==> config.mk <==
export PLATFORM = sky130hd
export DESIGN_NAME = gcli_cell_div
export DESIGN_NICKNAME = d
export VERILOG_FILES = /design/src/sv/gcli_pkg.sv /design/src/sv/gcli_cell_div.sv
export SDC_FILE = /design/constraint.sdc
export NUM_CORES = 2
export LEC_CHECK = 0
export BUFFER_PORTS_ARGS = -buffer_cell sky130_fd_sc_hd__buf_4
export CELL_PAD_IN_SITES_DETAIL_PLACEMENT = 1
export CELL_PAD_IN_SITES_GLOBAL_PLACEMENT = 1
export CORE_UTILIZATION = 23
export DETAILED_ROUTE_END_ITERATION = 10
export PLACE_DENSITY_LB_ADDON = 0.1
export SYNTH_ARGS = -nofsm -noshare
export SYNTH_HDL_FRONTEND = slang
export SYNTH_SLANG_ARGS = --single-unit
==> constraint.sdc <==
create_clock -name clk -period 4.4 [get_ports clk]
set_input_delay 1.1 -clock clk [delete_from_list [all_inputs] [get_ports clk]]
set_output_delay 1.1 -clock clk [all_outputs]
set_load 0.01 [all_outputs]
==> src/sv/gcli_pkg.sv <==
// gcli_pkg: shared types, constants and register indexes for the grid cell index unit
// no dependencies

package gcli_pkg;

  localparam int MAX_DIMS_DEF  = 3;
  localparam int CELL_BITS_DEF = 16;

  localparam int COORD_W  = 32;
  localparam int SIZE_W   = 31;
  localparam int CELL_W   = 16;
  localparam int RADIX_W  = 16;
  localparam int LINEAR_W = 48;
  localparam int TAG_W    = 32;
  localparam int CFG_IDX_W  = 3;
  localparam int CFG_DATA_W = 32;
  localparam int NUM_DIMS = 3;

  localparam logic [CFG_IDX_W-1:0] REG_ACTIVE_DIMS = 3'd0;
  localparam logic [CFG_IDX_W-1:0] REG_CELL_SIZE   = 3'd1;
  localparam logic [CFG_IDX_W-1:0] REG_MIN_DIM0    = 3'd2;
  localparam logic [CFG_IDX_W-1:0] REG_MIN_DIM1    = 3'd3;
  localparam logic [CFG_IDX_W-1:0] REG_MIN_DIM2    = 3'd4;
  localparam logic [CFG_IDX_W-1:0] REG_CELLS_DIM0  = 3'd5;
  localparam logic [CFG_IDX_W-1:0] REG_CELLS_DIM1  = 3'd6;

  // one dimension's quotient and its out-of-range mark
  typedef struct packed {
    logic              flag;
    logic [CELL_W-1:0] idx;
  } cell_res_t;

endpackage

==> src/sv/gcli_cell_div.sv <==
// gcli_cell_div: pipelined restoring divider, one quotient bit per stage, with clamp/saturate
// depends on gcli_pkg

module gcli_cell_div import gcli_pkg::*; #(
  parameter int CELL_BITS = CELL_BITS_DEF
) (
  input  logic                      clk,
  input  logic signed [COORD_W-1:0] coord,
  input  logic signed [COORD_W-1:0] origin,
  input  logic        [SIZE_W-1:0]  divisor,
  output cell_res_t                 res
);

  localparam int W = COORD_W + CELL_BITS + 1;

  logic signed [COORD_W:0]  diff_r;
  logic [COORD_W-1:0]       rem_r [0:CELL_BITS];
  logic [CELL_BITS-1:0]     q_r   [0:CELL_BITS];
  logic                     neg_r [0:CELL_BITS];
  logic                     sat_r [0:CELL_BITS];
  logic [W-1:0]             dvs_ext;

  assign dvs_ext = {{(W-SIZE_W){1'b0}}, divisor};

  // exact 33-bit difference
  always_ff @(posedge clk) begin
    diff_r <= {coord[COORD_W-1], coord} - {origin[COORD_W-1], origin};
  end

  // saturation check: quotient reaches 2^CELL_BITS
  always_ff @(posedge clk) begin
    rem_r[0] <= diff_r[COORD_W-1:0];
    neg_r[0] <= diff_r[COORD_W];
    sat_r[0] <= !diff_r[COORD_W] &&
                ({{(W-COORD_W){1'b0}}, diff_r[COORD_W-1:0]} >= (dvs_ext << CELL_BITS));
    q_r[0]   <= '0;
  end

  for (genvar i = 0; i < CELL_BITS; i++) begin : g_step
    logic [W-1:0] sh;
    logic [W-1:0] rem_ext;
    logic [W-1:0] trial;
    logic         ge;
    assign sh      = dvs_ext << (CELL_BITS - 1 - i);
    assign rem_ext = {{(W-COORD_W){1'b0}}, rem_r[i]};
    assign trial   = rem_ext - sh;
    assign ge      = rem_ext >= sh;
    always_ff @(posedge clk) begin
      rem_r[i+1] <= ge ? trial[COORD_W-1:0] : rem_r[i];
      q_r[i+1]   <= {q_r[i][CELL_BITS-2:0], ge};
      neg_r[i+1] <= neg_r[i];
      sat_r[i+1] <= sat_r[i];
    end
  end

  always_comb begin
    res.flag = neg_r[CELL_BITS] | sat_r[CELL_BITS];
    if (neg_r[CELL_BITS]) begin
      res.idx = '0;
    end else if (sat_r[CELL_BITS]) begin
      res.idx = CELL_W'({CELL_BITS{1'b1}});
    end else begin
      res.idx = CELL_W'(q_r[CELL_BITS]);
    end
  end

endmodule

Yosys cells after proc, flatten, opt, wreduce, memory -nomap -nowiden
Memories as Yosys holds them, arrays and structs flattened.
Cells that the tools add are included.

storage, ports and cells
  register bits after elaboration = 33
  latch bits = 0
  RAM bits = 850
  ROM bits = 0
  bits of input ports = 96
  output and inout bits = 17
  logic and storage cells = 60
  memories = 4

cells by class
  $add $sub $neg = 17
  multipliers = 0
  div/mod/pow operators = 0
  order comparisons = 17
  equality and inequality tests = 0
  shift operators = 0
  muxes and demuxes = 18
  bitwise gates (word level) = 1
  reduce and logical (&&, ||, !) cells = 2

memory list
  name   words  width  rd ports  clocked after memory_dff  wr ports  line                 RTL
  rem_r  17     32     16        0                         17        gcli_cell_div.sv:17  logic [COORD_W-1:0] rem_r [0:CELL_BITS];
  q_r    17     16     17        0                         17        gcli_cell_div.sv:18  logic [CELL_BITS-1:0] q_r [0:CELL_BITS];
  neg_r  17     1      17        0                         17        gcli_cell_div.sv:19  logic neg_r [0:CELL_BITS];
  sat_r  17     1      17        0                         17        gcli_cell_div.sv:20  logic sat_r [0:CELL_BITS];

operators with widths
  cell                                              number
  32-bit 2-to-1 mux                                 16
  32-bit subtractor                                 15
  32-bit by 47-bit >= comparator with 1-bit output  1
  32-bit by 46-bit >= comparator with 1-bit output  1
  32-bit by 45-bit >= comparator with 1-bit output  1
  32-bit by 44-bit >= comparator with 1-bit output  1
  32-bit by 43-bit >= comparator with 1-bit output  1
  32-bit by 42-bit >= comparator with 1-bit output  1
  32-bit by 41-bit >= comparator with 1-bit output  1
  32-bit by 40-bit >= comparator with 1-bit output  1
  32-bit by 39-bit >= comparator with 1-bit output  1
  32-bit by 38-bit >= comparator with 1-bit output  1
  32-bit by 37-bit >= comparator with 1-bit output  1
  32-bit by 36-bit >= comparator with 1-bit output  1
  32-bit by 35-bit >= comparator with 1-bit output  1
  32-bit by 34-bit >= comparator with 1-bit output  1
  32-bit by 33-bit >= comparator with 1-bit output  1
  32-bit by 32-bit subtractor with 33-bit output    1
  32-bit by 31-bit >= comparator with 1-bit output  1
  32-bit >= comparator                              1
  16-bit 2-to-1 mux                                 2
  32-bit by 31-bit subtractor with 32-bit output    1
  1-bit logical AND                                 1
  1-bit zero test                                   1
  1-bit OR                                          1

Longest topological paths before layout
An unclocked memory read counts as a cell.

  depth after elaboration = 3
  gate-level depth with buffers = 14
  depth with buffers taken out = 13

Least setup slack after synthesis
No wires, ideal clock.

  kind = input to register
  start point = input divisor[1]
  end point = memory rem_r[12][17] (netlist: rem_r[0][401])
  setup time = 121 ps
  data arrival time = 4124 ps
  required time = 4279 ps
  slack = 154 ps
  cell stages on the path = 13
  cell sequence = inv_1 -> ha_1 -> nor2b_1 -> o21a_1 -> o21ai_0 -> a21oi_1 -> a21oi_1 -> o21ai_1 -> o2111ai_2 -> and2_4 -> buf_6 -> buf_6 -> mux2_4

RTL lines
  element      line                 RTL
  from (decl)  gcli_cell_div.sv:10  input logic [SIZE_W-1:0] divisor,
  to (decl)    gcli_cell_div.sv:17

==> results_dict.tcl <==
set metrics [dict create \
    total_power_mw 29.4 \
    fill_cells 19930 \
    grt_max_degree 48 \
    grt_use_total 0.164 \
    synthCells 4380 \
    drive_above_1_share 0.154 \
    die_area_um2 174000 \
    dp_worst_setup_slack_ps -603 \
    cts-root-buf "clkbuf_16" \
    hold_violations 0 \
    synth_top_cell_area_share 0.361 \
    worst-slew-pin-transition_ps 947 \
    fp.coreArea_um2 172000 \
    drt_wl_total_um 145000 \
    fmax_mhz 241 \
    finalSetupTns_ps 0 \
    yosys.area.top_type "dfxtp_1" \
    grt-ovfl-total 0 \
    met1_length_um 67900 \
    cts_resized 0 \
    utilization 0.284 \
    p_leak_nw 21.5 \
    antenna_found_initial 12 \
    path_clk_slew_ps 60 \
    status "complete, but fails checks" \
    cts_buffer_depth 3 \
    maxSlewViolCount 0 \
    synth_nets 4931 \
    path_class "in -> reg" \
    htree_levels 3 \
    netlist_top_cells_area "dfxtp_1 36%, ha_1 14%, a21oi_1 4.3%" \
    drt_pass1_iterations 10 \
    cts.sinks 715 \
    final_area_um2 48800 \
    synth_warnings 0 \
    ys_types 85 \
    rows 152 \
    min_path_type "reg -> reg" \
    required_ps 4980 \
    dieWidth_um 417 \
    dpl.hpwl_um 115000 \
    ant_nets 0 \
    skew_ps 37.0 \
    grt_pass1_vias 34836 \
    vias_per_cell 4.62 \
    mostFrequentLayoutCell "dfxtp_1" \
    regToRegStartpoint "rem_r[0][411]$_DFF_P_" \
    start_util 0.231 \
    ioPinCount 113 \
    relSlewSlack 0.363 \
    topRoutingLayerUsed "met4" \
    synthArstFlopShare 0 \
    place_area_um2 45600 \
    wl_met3_um 3240 \
    synth_edf_count 0 \
    p_per_area_nw_per_um2 602 \
    avgRoutedWirePerCell_um 20.3 \
    setup_slack_ps 247 \
    arrival_ps 4740 \
    violations "design-rule violations" \
    grt_first_pass_wirelength_um 218000 \
    startpoint_type "input pin" \
    nets 5305 \
    drt_iter0_markers 1484 \
    setup_viol 0 \
    cts_tree "built" \
    worstHoldStart "q_r[1][32]$_DFF_P_" \
    startpoint "divisor[24]" \
    route.detailed.drc 2 \
    endpoint_kind "register" \
    synth_seq_area_share 0.361 \
    syn_avg_cell_area_um2 9.06 \
    gp_congestion 0.807 \
    wl_met2_um 70800 \
    finalCritPeriodShare 0.944 \
    syn_area_um2 39700 \
    postCtsHoldBufs 0 \
    post_cts_buffers 0 \
    crit_fanout 30 \
    final_cell_mix "715 x dfxtp_1, 439 x ha_1, 343 x nand2_1" \
    clock_latency_ps 730 \
    die_height_um 417 \
    vias 33034 \
    maxCapViolCount 0 \
    ys_ff_latch 715 \
    timing.final.crit_period_ps 4150 \
    grt_setup_unrepaired "no" \
    synth_ff_type "dfxtp_1" \
    layout-area-overhead-vs-synth_pct 23.0 \
    max-vdd-ir-drop_v 0.000347 \
    io_buffer_count 112 \
    cts_buffers 91 \
]
[worst paths after layout]
| path | slack [ps] | to | depth (start not counted) |
|---|---|---|---|
| hold / removal | 300 | q_r[1][49]$_DFF_P_ | 0 |
| setup reg to reg | 710 | rem_r[0][422]$_DFF_P_ | 11 |
| setup / recovery | 250 | rem_r[0][422]$_DFF_P_ | 13 |
| hold reg to reg | 300 | q_r[1][49]$_DFF_P_ | 0 |
[layout make-up]
type | instances | area [um2] | area share
Clock inverter | 54 | 691 | 0.0142
Timing Repair Buffer | 381 | 3410 | 0.0699
Tap cell | 2310 | 2890 | 0.0592
Sequential cell | 715 | 14300 | 0.293
Inverter | 209 | 785 | 0.0161
Multi-Input combinational cell | 3356 | 24200 | 0.496
Clock buffer | 117 | 2470 | 0.0507
Antenna cell | 4 | 10.0 | 0.000205
[routing by layer]
layer,global-route usage,up-vias
met4,0.0365,0
met1,0.212,15925
met3,0.0208,137
met5,0,-
li1,-,16671
met2,0.288,301
[Yosys cell counts, types with 9 or more instances]
cell	n
dfxtp_1	715
ha_1	439
nand2_1	343
a21oi_1	341
o21ai_0	307
nor2_1	278
inv_1	207
xnor2_1	183
a21o_1	180
mux2_2	142
xor2_1	114
nand3_1	83
clkbuf_1	75
nor3_1	70
nand4_1	68
nor2b_1	68
o21a_1	65
nand2b_1	49
nor4_1	41
o21bai_1	40
o31ai_1	40
a31oi_1	39
and3_1	38
a211oi_1	34
a21boi_0	24
o211ai_1	24
or2_2	24
buf_2	18
nor4b_1	18
and2_1	17
or3_1	17
a211o_1	16
fa_1	16
mux2i_1	15
nand4b_1	15
o31a_1	14
or4_1	14
a311oi_1	12
nand3b_1	11
o41ai_1	11
mux2_4	10
o2111ai_1	10
a31o_2	9
o21ai_1	9
[worst max-delay path: stages]
cell,delay [ps]
buf_4,110
inv_1,170
ha_1,490
nand4_1,300
or4_1,660
nor4_1,350
nand4_1,400
nand2_1,190
a211oi_1,80
a21o_1,210
inv_2,70
buf_12,190
mux2_2,370
[state kept, by name (all words and copies together) (netlist names)]
register	cells
q_r	136
rem_r	512
neg_r	17
diff_r	33
sat_r	17
[where the power goes]
group          internal (mW)  total (mW)  switching, mW
clock network           4.62        7.85           3.22
logic                   5.59        12.4           6.86
registers               7.98        9.08           1.11
total                   18.2        29.4           11.2
[cell families (layout without fill, tap and decap cells)]
group,after synthesis,count (layout),share of synthesized area
and+or+nand+nor,1177,1177,0.146
muxes,171,171,0.0490
adders and majority gates,455,455,0.147
buffers and inverters,309,761,0.0304
other,0,4,0
xor gates and xnor gates,297,297,0.0656
AOI/OAI and AO/OA,1256,1256,0.202
DFF,715,715,0.361
[metrics by stage]
stage	hold WS, ps	std cells
final	303	7146
after detailed placement	313	6971
after CTS	296	7142
after global routing	310	7143
after floorplan	310	4380
after global placement	310	6971
No activity file was read; power rests on OpenSTA's default activity.
