`config.mk`:
```
export PLATFORM = sky130hd
export DESIGN_NAME = gcli_combine
export DESIGN_NICKNAME = d
export VERILOG_FILES = /design/src/sv/gcli_pkg.sv /design/src/sv/gcli_combine.sv
export SDC_FILE = /design/constraint.sdc
export NUM_CORES = 2
export LEC_CHECK = 0
export ABC_AREA = 1
export BUFFER_PORTS_ARGS = -buffer_cell sky130_fd_sc_hd__buf_4
export CORE_ASPECT_RATIO = 1.25
export CORE_MARGIN = 2
export CORE_UTILIZATION = 35
export CTS_BUF_LIST = sky130_fd_sc_hd__clkbuf_4 sky130_fd_sc_hd__clkbuf_8
export DETAILED_ROUTE_END_ITERATION = 12
export PLACE_DENSITY = 0.57
export SKIP_CTS_REPAIR_TIMING = 1
export SLEW_MARGIN = 5
export SYNTH_ARGS = -nofsm -noshare
export SYNTH_HDL_FRONTEND = slang
export SYNTH_SLANG_ARGS = --single-unit
```
`constraint.sdc`:
```
create_clock -name clk -period 7.9 [get_ports clk]
set_input_delay 1.975 -clock clk [delete_from_list [all_inputs] [get_ports clk]]
set_output_delay 1.975 -clock clk [all_outputs]
set_load 0.03 [all_outputs]
```
`src/sv/gcli_pkg.sv`:
```
// gcli_pkg: shared types, constants and register indexes for the grid cell index unit
// no dependencies

package gcli_pkg;

  localparam int MAX_DIMS_DEF  = 3;
  localparam int CELL_BITS_DEF = 16;

  localparam int COORD_W  = 32;
  localparam int SIZE_W   = 31;
  localparam int CELL_W   = 16;
  localparam int RADIX_W  = 16;
  localparam int LINEAR_W = 48;
  localparam int TAG_W    = 32;
  localparam int CFG_IDX_W  = 3;
  localparam int CFG_DATA_W = 32;
  localparam int NUM_DIMS = 3;

  localparam logic [CFG_IDX_W-1:0] REG_ACTIVE_DIMS = 3'd0;
  localparam logic [CFG_IDX_W-1:0] REG_CELL_SIZE   = 3'd1;
  localparam logic [CFG_IDX_W-1:0] REG_MIN_DIM0    = 3'd2;
  localparam logic [CFG_IDX_W-1:0] REG_MIN_DIM1    = 3'd3;
  localparam logic [CFG_IDX_W-1:0] REG_MIN_DIM2    = 3'd4;
  localparam logic [CFG_IDX_W-1:0] REG_CELLS_DIM0  = 3'd5;
  localparam logic [CFG_IDX_W-1:0] REG_CELLS_DIM1  = 3'd6;

  // one dimension's quotient and its out-of-range mark
  typedef struct packed {
    logic              flag;
    logic [CELL_W-1:0] idx;
  } cell_res_t;

endpackage

```
`src/sv/gcli_combine.sv`:
```
// gcli_combine: masks inactive dimensions and forms the mixed-radix linear id in three stages
// depends on gcli_pkg

module gcli_combine import gcli_pkg::*; (
  input  logic                clk,
  input  cell_res_t           res_i [NUM_DIMS],
  input  logic [1:0]          dims,
  input  logic [RADIX_W-1:0]  radix0,
  input  logic [RADIX_W-1:0]  radix1,
  output logic [CELL_W-1:0]   cell_x,
  output logic [CELL_W-1:0]   cell_y,
  output logic [CELL_W-1:0]   cell_z,
  output logic [LINEAR_W-1:0] linear,
  output logic                flag
);

  logic [CELL_W-1:0]   c_a_r [NUM_DIMS];
  logic [CELL_W-1:0]   c_b_r [NUM_DIMS];
  logic [CELL_W-1:0]   c_c_r [NUM_DIMS];
  logic                f_a_r, f_b_r, f_c_r;
  logic [31:0]         p1_r, p01_r;
  logic [LINEAR_W-1:0] p2_r, s1_r, lin_r;
  logic                act_y, act_z;
  logic [CELL_W-1:0]   my, mz;

  assign act_y = dims >= 2'd2;
  assign act_z = dims >= 2'd3;
  assign my    = act_y ? res_i[1].idx : '0;
  assign mz    = act_z ? res_i[2].idx : '0;

  always_ff @(posedge clk) begin
    c_a_r[0] <= res_i[0].idx;
    c_a_r[1] <= my;
    c_a_r[2] <= mz;
    f_a_r    <= res_i[0].flag | (act_y & res_i[1].flag) | (act_z & res_i[2].flag);
    p1_r     <= 32'(my) * 32'(radix0);
    p01_r    <= 32'(radix0) * 32'(radix1);
  end

  always_ff @(posedge clk) begin
    c_b_r <= c_a_r;
    f_b_r <= f_a_r;
    p2_r  <= LINEAR_W'(c_a_r[2]) * LINEAR_W'(p01_r);
    s1_r  <= LINEAR_W'(c_a_r[0]) + LINEAR_W'(p1_r);
  end

  always_ff @(posedge clk) begin
    c_c_r <= c_b_r;
    f_c_r <= f_b_r;
    lin_r <= s1_r + p2_r;
  end

  assign cell_x = c_c_r[0];
  assign cell_y = c_c_r[1];
  assign cell_z = c_c_r[2];
  assign linear = lin_r;
  assign flag   = f_c_r;

endmodule

```
* Word level (Yosys, flattened, before mapping)
Cells that the tools add are included.
** Word-level totals
- Flip-flop bits (word level) :: 340
- Output and inout port bits :: 97
** Operators by class
- Multiplexer cells :: 1
- $mul :: 3
- Magnitude comparators :: 2
- $add $sub $neg :: 2
- Bitwise operators :: 4
** Operator list (count)
- $mul 16x16->32 :: 2
- $add 33x48->48 :: 1
- $mul 16x32->48 :: 1
- $add 16x32->33 :: 1
- $mux 16 :: 1
- $ge 2x2->1 const B :: 2
- $and 1x1->1 :: 2
- $or 1x1->1 :: 2

* Depth between registers and ports, before layout
- Depth after elaboration :: 4
- Mapped depth :: 27

* Worst setup path after synthesis
OpenSTA, ideal clock, no wires.
- Kind :: input-to-reg
- Start point :: in dims[1]
- End point :: reg p1_r[25]
- Buffers on the path :: 2
- Path slack :: 0.870 ns
- Stages on the path :: 24
- Data required time :: 7.787 ns
- Arrival time :: 6.917 ns
- Path through :: buf_2 -> nand2_1 -> inv_1 -> clkbuf_1 -> nand2_1 -> fa_1 -> inv_1 -> fa_1 -> inv_1 -> fa_1 -> inv_1 -> fa_1 -> fa_1 -> inv_1 -> fa_1 -> inv_1 -> ha_1 -> nand2_1 -> nor2_1 -> inv_1 -> nor3_2 -> nand3_1 -> nand4_1 -> nand2_1
** Between the ends
- Cells in the longest elaborated chain, start to end :: 3
** Ends and longest elaborated chain
- from (decl) :: line gcli_combine.sv:7 : input logic [1:0] dims,
- $ge 2x2->1 :: line gcli_combine.sv:26 : assign act_y = dims >= 2'd2;
- $mux 16 :: line gcli_combine.sv:28 : assign my = act_y ? res_i[1].idx : '0;
- named net my[7] :: line gcli_combine.sv:24 : logic [CELL_W-1:0] my, mz;
- $mul 16x16->32 :: line gcli_combine.sv:36 : p1_r <= 32'(my) * 32'(radix0);
- to (signal assigned) :: line gcli_combine.sv:36
- to (decl) :: line gcli_combine.sv:21 : logic [31:0] p1_r, p01_r;
The timed path passes the listed nets, and every way through them passes these cells.
A chain may end at the register's enable or synchronous reset.

* Worst setup path after layout
- Start point :: in dims[1]
- End point :: reg p1_r[30]
Same word-level chain as after synthesis.

==> impl_metrics.sql <==
INSERT INTO impl_metrics (metric_group, metric, value, unit) VALUES
('floorplan', 'floorplan.core_area', '135000', 'sq um'),
('timing', 'finalSetupTns', '0', 'ps'),
('power', 'p_comb_frac', '0.760', ''),
('clocking', 'cts_num_sinks', '340', ''),
('clocking', 'path_clk_slew', '60', 'ps'),
('critical_path', 'timing.critical_path.required', '8540', 'ps'),
('timing', 'final_worst_clock_skew', '70.2', 'ps'),
('synth', 'post_synthesis_instance_area', '47600', 'sq um'),
('critical_path', 'cp-start-kind', 'input pin', ''),
('placement', 'hpwl', '117000', 'um'),
('global_routing', 'global_route.overflow_total', '0', ''),
('placement', 'port-buffer-count', '182', ''),
('timing', 'fmax', '140', 'MHz'),
('synth', 'syn_area_per_cell', '7.42', 'sq um'),
('power', 'pwr-share-seq', '0.154', ''),
('global_routing', 'grt_util_all_layers', '0.211', ''),
('timing', 'setup-violations-final', '0', ''),
('global_routing', 'grt_pass1_vias', '41200', ''),
('route', 'wl_per_cell', '17.3', 'um'),
('clocking', 'cts_htree_levels', '2', ''),
('route', 'ratio_of_routed_vias_to_standard_cells', '4.66', ''),
('floorplan', 'die-width', '334', 'um'),
('timing', 'rsz0062_at_grt', 'no', ''),
('critical_path', 'critical_path.max_fanout', '19', ''),
('run_status', 'outcome', 'finished clean', ''),
('layout', 'final_nets', '7753', ''),
('job', 'max-cap-violations', '0', ''),
('synth', 'synth_enable_flop_cells', '0', ''),
('power', 'report.power.total', '21500', 'uW'),
('clocking', 'insertion_delay', '770', 'ps'),
('floorplan', 'ios', '183', ''),
('layout', 'layout_common_cells', 'sky130_fd_sc_hd__nand2_1, sky130_fd_sc_hd__inv_1, sky130_fd_sc_hd__fa_1', ''),
('synth', 'synth-seq-area-share', '0.143', ''),
('global_routing', 'grt_start_max_net_pins', '34', ''),
('timing', 'maxSlewHeadroom', '0.236', ''),
('clocking', 'cts_inserted_buffers', '59', ''),
('route', 'initialDrtViolationCount', '2085', ''),
('floorplan', 'chipHeight', '416', 'um'),
('synth', 'total_of_flip_flops_plus_latches_after_synthesis', '340', ''),
('power', 'intPower', '8950', 'uW'),
('clocking', 'tritoncts', 'yes', ''),
('floorplan', 'std_cell_rows', '151', ''),
('route', 'number_of_nets_with_antenna_violations_after_routing', '0', ''),
('critical_path', 'worst_setup_path_end_kind', 'flop', ''),
('critical_path', 'crit_arrival', '7760', 'ps'),
('worst_hold_path', 'worstHoldPathType', 'reg2reg', ''),
('floorplan', 'initial_utilization', '0.352', ''),
('critical_path', 'timing.critical_path.mode_cell', 'sky130_fd_sc_hd__nand2_1', ''),
('timing', 'fin_crit_sh', '0.901', ''),
('clocking', 'clockBufferDepth', '3', ''),
('power', 'static-leakage-power', '0.0299', 'uW'),
('timing', 'report.final.hold_viol_count', '0', ''),
('floorplan', 'die_area', '139000', 'sq um'),
('synth', 'ys_warn_count', '0', ''),
('synth', 'synth.net_count', '7688', ''),
('synth', 'fraction_of_synthesis_flops_using_an_asynchronous_set_or_reset_pin', '0', ''),
('placement', 'dp.cells', '8180', ''),
('layout', 'finalNonFillerCells', '8291', ''),
('power', 'switching_share', '0.583', ''),
('power', 'power_per_cell_area', '413', 'nW/um^2'),
('route', 'wl', '143000', 'um'),
('synth', 'yosys-top-cells-area', 'sky130_fd_sc_hd__fa_1, sky130_fd_sc_hd__nand2_1, sky130_fd_sc_hd__dfxtp_1', ''),
('critical_path', 'worst-setup-path-type', 'in2reg', ''),
('critical_path', 'slowest_stage', 'sky130_fd_sc_hd__fa_1', ''),
('clocking', 'ctsRootBufferMaster', 'sky130_fd_sc_hd__clkbuf_8', ''),
('critical_path', 'worst_path_largest_cell_delay', '550', 'ps'),
('layout', 'mostFrequentLayoutCell', 'sky130_fd_sc_hd__nand2_1', ''),
('placement', 'gp_routability_congestion', '0.956', ''),
('critical_path', 'critical-path-top-delay-family', 'adder cells', ''),
('route', 'detail_route.drc_violations', '0', ''),
('synth', 'synth_largest_type_area_fraction', '0.340', '');
cell usage after synthesis, drive strengths merged, types with 6 or more instances:
master  count
o21ai      40
nand2    1982
o21bai     13
dfxtp     340
a21o        7
nor2      394
inv      1752
nand3     167
o21a        6
fa        808
buf         6
xnor2      14
a21oi     121
xor2       90
nor3       31
clkinv      7
nand4      37
ha        377
clkbuf    198
registers in the layout, indices dropped and copies added (netlist names):
name	flops
cell_y	16
c_a_r	48
p01_r	32
p2_r	48
flag	1
s1_r	33
c_b_r	48
cell_x	16
p1_r	32
linear	48
cell_z	16
f_a_r	1
f_b_r	1
path summary, 6_finish.rpt:
kind / startpoint / slack, ps / to / cells after the start
max: dims[1] / 780 / p1_r[30] / 22
min: c_b_r[3] / 260 / cell_z[3] / 0
max reg2reg: c_a_r[10] / 1560 / p2_r[28] / 19
min reg2reg: c_b_r[3] / 260 / cell_z[3] / 0
worst reg2reg max path, delay by kind of cell (launching register included):
kind | cells | cell delay, ps
AND/OR/NAND/NOR | 7 | 930
adder cells (fa/ha/maj) | 7 | 3340
buffers and inverters | 4 | 600
flip-flops | 1 | 1030
XOR/XNOR | 1 | 340
power groups by stage:
stage	logic, uW	registers, uW	clock network (uW)
2_1_floorplan	11500	2810	0
3_3_place_gp	16300	3340	0
3_5_place_dp	16400	3330	0
4_1_cts	16500	3290	1940
5_1_grt	18500	3340	2000
6_report	16300	3300	1850
layer usage:
metal  global-route usage  part of all wire  vias to the layer above  wire length [um]
met3               0.0214             0.042                      256              6000
met4               0.0769             0.039                        0              5560
met5                    0                 0                        -                 0
li1                     -                 -                    18400                 -
met2                0.387              0.51                      978             73600
met1                0.252              0.40                    18900             57900
area by class of cell:
cell class                 count  area [sq um]
timing repair buffer         208          1560
clock buffer                  80          1030
inverter                    1759          6600
tap                         1759          2200
multi-input combinational   4114         33400
fill                       14400         83300
antenna                        2          5.00
clock inverter                29           312
sequential                   340          6820
stage by stage:
| step | setup slack [ps] | utilization | hold WS [ps] | area [sq um] |
|---|---|---|---|---|
| 4_1_cts | 878 | 0.384 | 241 | 52000 |
| 3_3_place_gp | 72.9 | 0.374 | 310 | 50600 |
| 5_1_grt | 514 | 0.384 | 257 | 52000 |
| 2_1_floorplan | 870 | - | 310 | 47600 |
| 3_5_place_dp | 40.2 | 0.374 | 312 | 50600 |
| 6_report | 782 | 0.384 | 258 | 52000 |
kinds of logic (layout without fill, tap and decap cells):
logic type | after synthesis | in the layout | share of synthesized area
AND/OR/NAND/NOR | 2627 | 2627 | 0.222
other | 0 | 2 | 0
XOR/XNOR | 104 | 104 | 0.0191
buffers and inverters | 1963 | 2076 | 0.155
flip-flops | 340 | 340 | 0.143
AO/OA/AOI/OAI | 198 | 198 | 0.0227
adder cells (fa/ha/maj) | 1185 | 1185 | 0.439
Note: power is estimated with default switching activity, not from simulation.
